==> src/hw/rtl/kec_pkg.sv <==
// Shared types and constants for the key event classifier.
package kec_pkg;

  localparam int NUM_KEYS   = 2;
  localparam int LEVEL_BITS = 2;
  localparam int CNT_W      = 8;
  localparam int EV_W       = 5;
  localparam int HOLD_W     = 7;
  localparam int REP_W      = 7;
  localparam int SHORT_W    = 8;
  localparam int CFG_IDX_W  = 2;
  localparam int CFG_DATA_W = 8;

  localparam logic [HOLD_W-1:0]  HOLD_RST  = HOLD_W'(50);
  localparam logic [REP_W-1:0]   REP_RST   = REP_W'(5);
  localparam logic [SHORT_W-1:0] SHORT_RST = SHORT_W'(20);

  localparam int EV_DOWN   = 0;
  localparam int EV_UP     = 1;
  localparam int EV_SHORT  = 2;
  localparam int EV_HOLD   = 3;
  localparam int EV_REPEAT = 4;

  typedef enum logic [1:0] {
    OP_TICK  = 2'd0,
    OP_READ  = 2'd1,
    OP_PURGE = 2'd2
  } op_t;

  typedef enum logic [CFG_IDX_W-1:0] {
    CFG_HOLD   = 2'd0,
    CFG_REPEAT = 2'd1,
    CFG_SHORT  = 2'd2
  } cfg_idx_t;

  typedef struct packed {
    logic [CNT_W-1:0] cnt;
    logic [EV_W-1:0]  flags;
  } key_state_t;

endpackage

==> src/hw/rtl/key_event_classifier.sv <==
// Top level of the key event classifier: per-key counters, sticky flags and result register.
// A read item's result is registered and shown in the cycle after the item is accepted.
// One item per cycle while no result stalls; each item is done in one pass of per-key logic.
// An input item is taken whenever the result register is empty or being emptied.
// Reset (synchronous, active low) clears all counters and flags, empties the
// result register and loads the default thresholds 50, 5 and 20.
module key_event_classifier (
  input  logic                              clk,
  input  logic                              rst_n,
  input  logic                              in_valid,
  output logic                              in_ready,
  input  logic [1:0]                        in_op,
  input  logic [kec_pkg::LEVEL_BITS-1:0]    in_key_levels,
  input  logic                              in_key_index,
  input  logic [kec_pkg::EV_W-1:0]          in_event_mask,
  output logic                              out_valid,
  input  logic                              out_ready,
  output logic [kec_pkg::EV_W-1:0]          out_events,
  input  logic                              cfg_we,
  input  logic [kec_pkg::CFG_IDX_W-1:0]     cfg_index,
  input  logic [kec_pkg::CFG_DATA_W-1:0]    cfg_wdata
);

  kec_pkg::key_state_t                key_r   [kec_pkg::NUM_KEYS];
  kec_pkg::key_state_t                key_nxt [kec_pkg::NUM_KEYS];
  logic [kec_pkg::HOLD_W-1:0]         hold_r;
  logic [kec_pkg::REP_W-1:0]          repeat_r;
  logic [kec_pkg::SHORT_W-1:0]        short_r;
  logic                               out_valid_r;
  logic                               out_valid_nxt;
  logic [kec_pkg::EV_W-1:0]           out_events_r;
  logic [kec_pkg::EV_W-1:0]           out_events_nxt;
  logic [kec_pkg::NUM_KEYS-1:0]       released;
  logic                               accept;

  function automatic kec_pkg::key_state_t tick_key(
    input kec_pkg::key_state_t         cur,
    input logic                        rel,
    input logic [kec_pkg::HOLD_W-1:0]  hold,
    input logic [kec_pkg::REP_W-1:0]   rep,
    input logic [kec_pkg::SHORT_W-1:0] short_lim
  );
    kec_pkg::key_state_t      res;
    logic [kec_pkg::CNT_W-1:0] hold_ext;
    logic [kec_pkg::CNT_W-1:0] limit;
    hold_ext = kec_pkg::CNT_W'(hold);
    limit    = hold_ext + kec_pkg::CNT_W'(rep);
    res      = cur;
    if (rel) begin
      if (cur.cnt > kec_pkg::CNT_W'(1)) begin
        res.flags[kec_pkg::EV_UP] = 1'b1;
        if (cur.cnt < short_lim) res.flags[kec_pkg::EV_SHORT] = 1'b1;
      end
      res.cnt = '0;
    end else begin
      if (cur.cnt == kec_pkg::CNT_W'(1)) begin
        res.flags[kec_pkg::EV_DOWN] = 1'b1;
      end else if (cur.cnt > kec_pkg::CNT_W'(1)) begin
        if (cur.cnt == hold_ext) begin
          res.flags[kec_pkg::EV_HOLD] = 1'b1;
        end else if (cur.cnt >= limit) begin
          res.flags[kec_pkg::EV_REPEAT] = 1'b1;
          res.cnt = hold_ext;
        end
      end
      res.cnt = res.cnt + kec_pkg::CNT_W'(1);
    end
    return res;
  endfunction

  assign in_ready   = !out_valid_r || out_ready;
  assign accept     = in_valid && in_ready;
  assign out_valid  = out_valid_r;
  assign out_events = out_events_r;

  always_comb begin
    released = '1;
    for (int k = 0; k < kec_pkg::LEVEL_BITS; k++) begin
      if (k < kec_pkg::NUM_KEYS) released[k] = in_key_levels[k];
    end
  end

  always_comb begin
    key_nxt        = key_r;
    out_valid_nxt  = out_valid_r && !out_ready;
    out_events_nxt = out_events_r;
    if (accept) begin
      unique case (in_op)
        kec_pkg::OP_TICK: begin
          for (int k = 0; k < kec_pkg::NUM_KEYS; k++) begin
            key_nxt[k] = tick_key(key_r[k], released[k], hold_r, repeat_r, short_r);
          end
        end
        kec_pkg::OP_READ: begin
          out_valid_nxt  = 1'b1;
          out_events_nxt = '0;
          for (int k = 0; k < kec_pkg::NUM_KEYS; k++) begin
            if (k == int'(in_key_index)) begin
              out_events_nxt   = key_r[k].flags & in_event_mask;
              key_nxt[k].flags = key_r[k].flags & ~in_event_mask;
            end
          end
        end
        kec_pkg::OP_PURGE: begin
          for (int k = 0; k < kec_pkg::NUM_KEYS; k++) begin
            key_nxt[k].flags = '0;
          end
        end
        default: begin
        end
      endcase
    end
  end

  always_ff @(posedge clk) begin
    if (!rst_n) begin
      for (int k = 0; k < kec_pkg::NUM_KEYS; k++) begin
        key_r[k] <= '0;
      end
      hold_r      <= kec_pkg::HOLD_RST;
      repeat_r    <= kec_pkg::REP_RST;
      short_r     <= kec_pkg::SHORT_RST;
      out_valid_r <= 1'b0;
    end else begin
      key_r       <= key_nxt;
      out_valid_r <= out_valid_nxt;
      if (cfg_we) begin
        unique case (cfg_index)
          kec_pkg::CFG_HOLD:   hold_r   <= cfg_wdata[kec_pkg::HOLD_W-1:0];
          kec_pkg::CFG_REPEAT: repeat_r <= cfg_wdata[kec_pkg::REP_W-1:0];
          kec_pkg::CFG_SHORT:  short_r  <= cfg_wdata[kec_pkg::SHORT_W-1:0];
          default: begin
          end
        endcase
      end
    end
  end

  always_ff @(posedge clk) begin
    out_events_r <= out_events_nxt;
  end

endmodule

==> config.mk <==
export PLATFORM = sky130hd
export DESIGN_NAME = key_event_classifier
export DESIGN_NICKNAME = d
export VERILOG_FILES = /design/src/hw/rtl/kec_pkg.sv /design/src/hw/rtl/key_event_classifier.sv
export SDC_FILE = /design/constraint.sdc
export NUM_CORES = 1
export LEC_CHECK = 0
export BUFFER_PORTS_ARGS = -buffer_cell sky130_fd_sc_hd__buf_4
export CORE_MARGIN = 4
export CORE_UTILIZATION = 35
export DETAILED_ROUTE_END_ITERATION = 10
export PLACE_DENSITY = 0.54
export SLEW_MARGIN = 5
export SYNTH_ARGS = -nofsm -noshare
export SYNTH_HDL_FRONTEND = slang
export SYNTH_SLANG_ARGS = --single-unit
==> constraint.sdc <==
create_clock -name clk -period 3.99 [get_ports clk]
set_clock_uncertainty 0.05 [all_clocks]
set_input_delay 0.798 -clock clk [delete_from_list [all_inputs] [get_ports clk]]
set_output_delay 0.798 -clock clk [all_outputs]
set_load 0.03 [all_outputs]
# After elaboration in Yosys (flattened, before gate mapping)
# Index checks and enable logic that the tools add are counted.
[word_totals] ram_bits=0 mem_count=0 word_cells=121 latch_bits=0 reg_bits=54 mem_bits_ro=0
[classes] multipliers=0 n_mux=37 n_div=0 addsub=3 reduce_logical=23 magnitude_cmp=6 shifts=0 bitwise=5 n_eq_ne=30
[op_table] op="$mux 10" count=10
[op_table] op="$mux 9" count=4
[op_table] op="$ne 3x3->1 const B" count=10
[op_table] op="$pmux 5 s3" count=2
[op_table] op="$ne 2x2->1 const B" count=12
[op_table] op="$and 5x5->5" count=4
[op_table] op="$reduce_and 5->1" count=4
[op_table] op="$add 8x1->8 const B" count=2
[op_table] op="$eq 8x1->1 const B" count=2
[op_table] op="$eq 8x7->1" count=2
[op_table] op="$ge 8x8->1" count=2
[op_table] op="$gt 8x1->1 const B" count=2
[op_table] op="$lt 8x8->1" count=2
[op_table] op="$mux 8" count=2
[op_table] op="$reduce_and 8->1" count=2
[op_table] op="$mux 5" count=3
[op_table] op="$reduce_and 7->1" count=2
[op_table] op="$mux 2" count=6
[op_table] op="$reduce_and 6->1" count=2
[op_table] op="$mux 1" count=10
[op_table] op="$reduce_and 2->1" count=5
[op_table] op="$add 7x7->8" count=1
[op_table] op="$not 5->5" count=1
[op_table] op="$eq 2x1->1 const B" count=2
[op_table] op="other kinds (6)" count=10

# Longest topological paths before layout
[depth] ltp_word=11 depth_mapped=19 ltp_nobuf=18

# Least setup slack after synthesis
# No wires, ideal clock.
[synth_path] kind="reg2reg" from="reg hold_r[0] (netlist name)" to="reg key_r[11] (netlist name)" stages_incl_launch_ff=19 path_buffers=0 period_less_slack_ns=4.000 arrival_time_ns=3.833 setup_time_ns=0.117 path_slack_ns=-0.010 path_cell_list="dfxtp_1 > ha_1 > fa_1 > a21o_2 > a21oi_1 > xor2_1 > ha_1 > nand2_1 > o31a_1 > maj3_2 > or3b_4 > nand2_2 > mux2_2 > ha_1 > inv_1 > a31oi_1 > nand4_1 > xor2_1 > a22o_1"
[synth_via] elab_chain_cells=11 word_cells_on_any_way=12
[synth_lines] element="start: declaration" line_no="key_event_classifier.sv:26" text="logic [kec_pkg::HOLD_W-1:0] hold_r;"
[synth_lines] element="start signal: assignment" line_no="key_event_classifier.sv:120" text="hold_r <= kec_pkg::HOLD_RST;"
[synth_lines] element="start signal: assignment" line_no="key_event_classifier.sv:129" text="kec_pkg::CFG_HOLD: hold_r <= cfg_wdata[kec_pkg::HOLD_W-1:0];"
[synth_lines] element="$add 7x7->8" line_no="key_event_classifier.sv:47" text="limit = hold_ext + kec_pkg::CNT_W'(rep);"
[synth_lines] element="$ge 8x8->1" line_no="key_event_classifier.sv:61" text="end else if (cur.cnt >= limit) begin"
[synth_lines] element="$mux 9" line_no="key_event_classifier.sv:61"
[synth_lines] element="$mux 9 *" line_no="key_event_classifier.sv:59" text="if (cur.cnt == hold_ext) begin"
[synth_lines] element="$mux 10 *" line_no="key_event_classifier.sv:58" text="end else if (cur.cnt > kec_pkg::CNT_W'(1)) begin"
[synth_lines] element="$mux 10 *" line_no="key_event_classifier.sv:56" text="if (cur.cnt == kec_pkg::CNT_W'(1)) begin"
[synth_lines] element="$mux 10 *" line_no="key_event_classifier.sv:49" text="if (rel) begin"
[synth_lines] element="$mux 10 *" line_no="key_event_classifier.sv:88" text="unique case (in_op)"
[synth_lines] element="$mux 10 *" line_no="key_event_classifier.sv:87" text="if (accept) begin"
[synth_lines] element="$add 8x1->8 *" line_no="key_event_classifier.sv:66" text="res.cnt = res.cnt + kec_pkg::CNT_W'(1);"
[synth_lines] element="$mux 8 *" line_no="key_event_classifier.sv:49"
[synth_lines] element="end signal: assignment" line_no="key_event_classifier.sv:125" text="key_r <= key_nxt;"
[synth_lines] element="end: declaration" line_no="key_event_classifier.sv:24" text="kec_pkg::key_state_t key_r [kec_pkg::NUM_KEYS];"
# Mark *: on every way between the ends. The rest lies on a longest branch, timed or not. The select of a mux whose other input is x is not followed.
# A chain may end at the register's enable or synchronous reset.

# Worst setup path in the final report
# Same ends and word-level chain as after synthesis.

==> summary.md <==
| Metric | Value |
|---|---|
| Status | `completed` |
| Overflow after GRT | `0` |
| DR vias/cell | `5.48` |
| Main synth FF type | `dfxtp_1` |
| GR Util All Layers | `0.177` |
| Antenna violations before repair | `0` |
| Most common cell after layout, fill and taps aside | `buf_4` |
| Worst-margin pin slew | `0.547 ns` |
| Kind of end point of the critical path | `register` |
| Final Slew Violations | `0` |
| FFs w/ async S/R, synth | `0` |
| Fin Hold WS | `0.429 ns` |
| Final setup fails | `0` |
| Crit Path Class | `register to register` |
| Largest net degree at the start of global routing | `40` |
| Area Growth Syn to Fin | `18.2%` |
| Total power | `1.21 mW` |
| Number of distinct library cells after synthesis | `66` |
| Nets | `582` |
| Placer Congestion | `0.880` |
| CTS clock-pin slew for the worst setup and hold paths | `0.07 ns` |
| EDFF count, synth | `5` |
| Worst skew pair latency | `0.30 ns` |
| Die span in x | `116 um` |
| Io pins | `32` |
| Via count | `3622` |
| Commonest cells after routing, fill and taps aside | `buf_4, nand2_1, dfxtp_1` |
| Synth Area per Inst | `8.54 um2` |
| CTS H-tree lvls | `2` |
| Max cap viols | `0` |
| DR DRC count | `0` |
| Worst ir drop on vdd | `0.166 mV` |
| Clk sinks | `54` |
| Crit path DAT | `4.01 ns` |
| Final Hold Viols | `0` |
| #FFs+latches synth | `54` |
| Crit path launch type | `register` |
| Net Count, Synth | `541` |
| Share of layout cells above drive strength 1 | `0.178` |
| Critical Path RT | `4.13 ns` |
| Pre-CTS setup slack | `-0.0231 ns` |
| CTS tree | `done` |
| Die area | `13400 um2` |
| CP Max Fanout | `3` |
| Initial Util | `0.357` |
| Fmax | `258 MHz` |
| Drt wl/cell | `17.3 um` |
| Final ANT Viol Nets | `0` |
| Port Buffers | `31` |
| LEAKAGE | `2.10 nW` |
| Non-Filler Instances | `661` |
| CTS Buf Count | `5` |
| Inst Count DP | `649` |
| Fin crit period | `3.87 ns` |
| PD cells | `253 nW/um2` |
| Post-synth top area share | `0.241` |
| Hold/Removal Path Class | `register to register` |
| Dominant cell type by area after synthesis | `dfxtp_1` |
| Site row count | `39` |
| Fin worst setup slack | `0.118 ns` |
| Clock Tree Root | `clkbuf_16` |
| Core area | `11400 um2` |
| Synth area leaders | `dfxtp_1, ha_1, mux2i_1` |
| Pre-antenna DRT Iters | `5` |
| Part of the cycle the worst path needs | `0.970` |
| Max clock buf depth | `2` |
| Total Routed Length | `11400 um` |
| Register area share after synthesis | `0.278` |
| Relative slew slack | `0.634` |
| Synthesized area | `4060 um2` |
| R2R setup slack | `0.12 ns` |
| Final TNS setup | `0 ns` |
| Die H | `116 um` |
| Vias in the first global route | `3514` |
| First-pass GRT wire length | `18600 um` |
| Cells after Synth | `476` |
| Initial DRC count | `239` |
| Ant diodes | `0` |
| YS warnings | `0` |
| HPWL Detailed | `8630 um` |
==> kinds of logic (layout without fill, tap and decap cells) <==
family / after synthesis / after routing / synth area share
compound gates: 126 / 126 / 0.222
xor+xnor: 21 / 21 / 0.0453
fa+ha+maj: 42 / 42 / 0.130
buf+inv: 42 / 84 / 0.0403
flops: 54 / 54 / 0.278
mux: 30 / 30 / 0.0751
simple gates: 161 / 161 / 0.209
==> layer usage <==
metal,vias to the layer above,track usage,part of all wire
li1,1805,-,-
met1,1717,0.254,0.49
met2,89,0.277,0.46
met3,11,0.0282,0.042
met4,0,0.0464,0.013
met5,-,0,0
==> where the power goes <==
part	internal [mW]	leakage, nW	switching (mW)	total, mW
Sequential	0.561	0.445	0.00957	0.571
Combinational	0.0906	1.59	0.113	0.203
Clock	0.231	0.0683	0.209	0.440
Total	0.883	2.10	0.331	1.21
==> sequential cells by signal, indices dropped and copies added, names as in the netlist <==
name / flops
short_r: 8
hold_r: 7
key_r: 26
repeat_r: 7
out_valid: 1
out_events: 5
==> synthesized netlist by cell type, types with 11 or more instances <==
master,count
dfxtp_1,49
nand2_1,48
ha_1,39
nor2b_1,29
a21oi_1,26
mux2i_1,26
nor2_1,22
inv_1,20
o21ai_0,19
clkbuf_1,18
xor2_1,18
a21o_1,11
==> through the flow <==
stage | utilization | cell area (um2)
floorplan | - | 4070
global placement | 0.400 | 4550
detailed placement | 0.400 | 4550
CTS | 0.414 | 4700
global route | 0.422 | 4800
finish | 0.422 | 4800
==> worst max-delay path, stage by stage (launching register included) <==
cell and delay (ns):
dfxtp_2 0.34, ha_4 0.17, fa_2 0.37, a21o_4 0.22, a21oi_4 0.13, xor2_2 0.09
ha_1 0.30, nand2_1 0.05, o31a_1 0.24, maj3_2 0.32, or3b_4 0.42, nand2_4 0.08
o22a_1 0.18, ha_4 0.16, inv_2 0.04, a31oi_4 0.14, nand4_1 0.11, xor2_1 0.16
a22o_1 0.20
==> final cells by class <==
type                       count  area (um2)
inverter                      20        75.1
fill                        1140        6570
timing repair buffer          56         420
tap                          143         179
sequential                    54        1130
multi-input combinational    380        2860
clock buffer                   6         129
clock inverter                 2        8.76
==> what timing repair did <==
item                                    in CTS  in global routing
endpoints found under the setup margin       2                 11
hold buffers                                 0                  0
pin swaps                                    2                 10
resized for setup                            3                 15
cloned                                       0                  0
setup buffers                                1                  3
==> final timing paths <==
kind / startpoint / end / cells past startpoint
worst min-delay path: key_r[1]$_SDFFE_PN0P_ / key_r[1]$_SDFFE_PN0P_ / 2
worst min register to register: key_r[1]$_SDFFE_PN0P_ / key_r[1]$_SDFFE_PN0P_ / 2
worst max register to register: hold_r[0]$_SDFFE_PN0P_ / key_r[11]$_SDFFE_PN0P_ / 18
worst max-delay path: hold_r[0]$_SDFFE_PN0P_ / key_r[11]$_SDFFE_PN0P_ / 18
(Power assumes the default switching activity.)
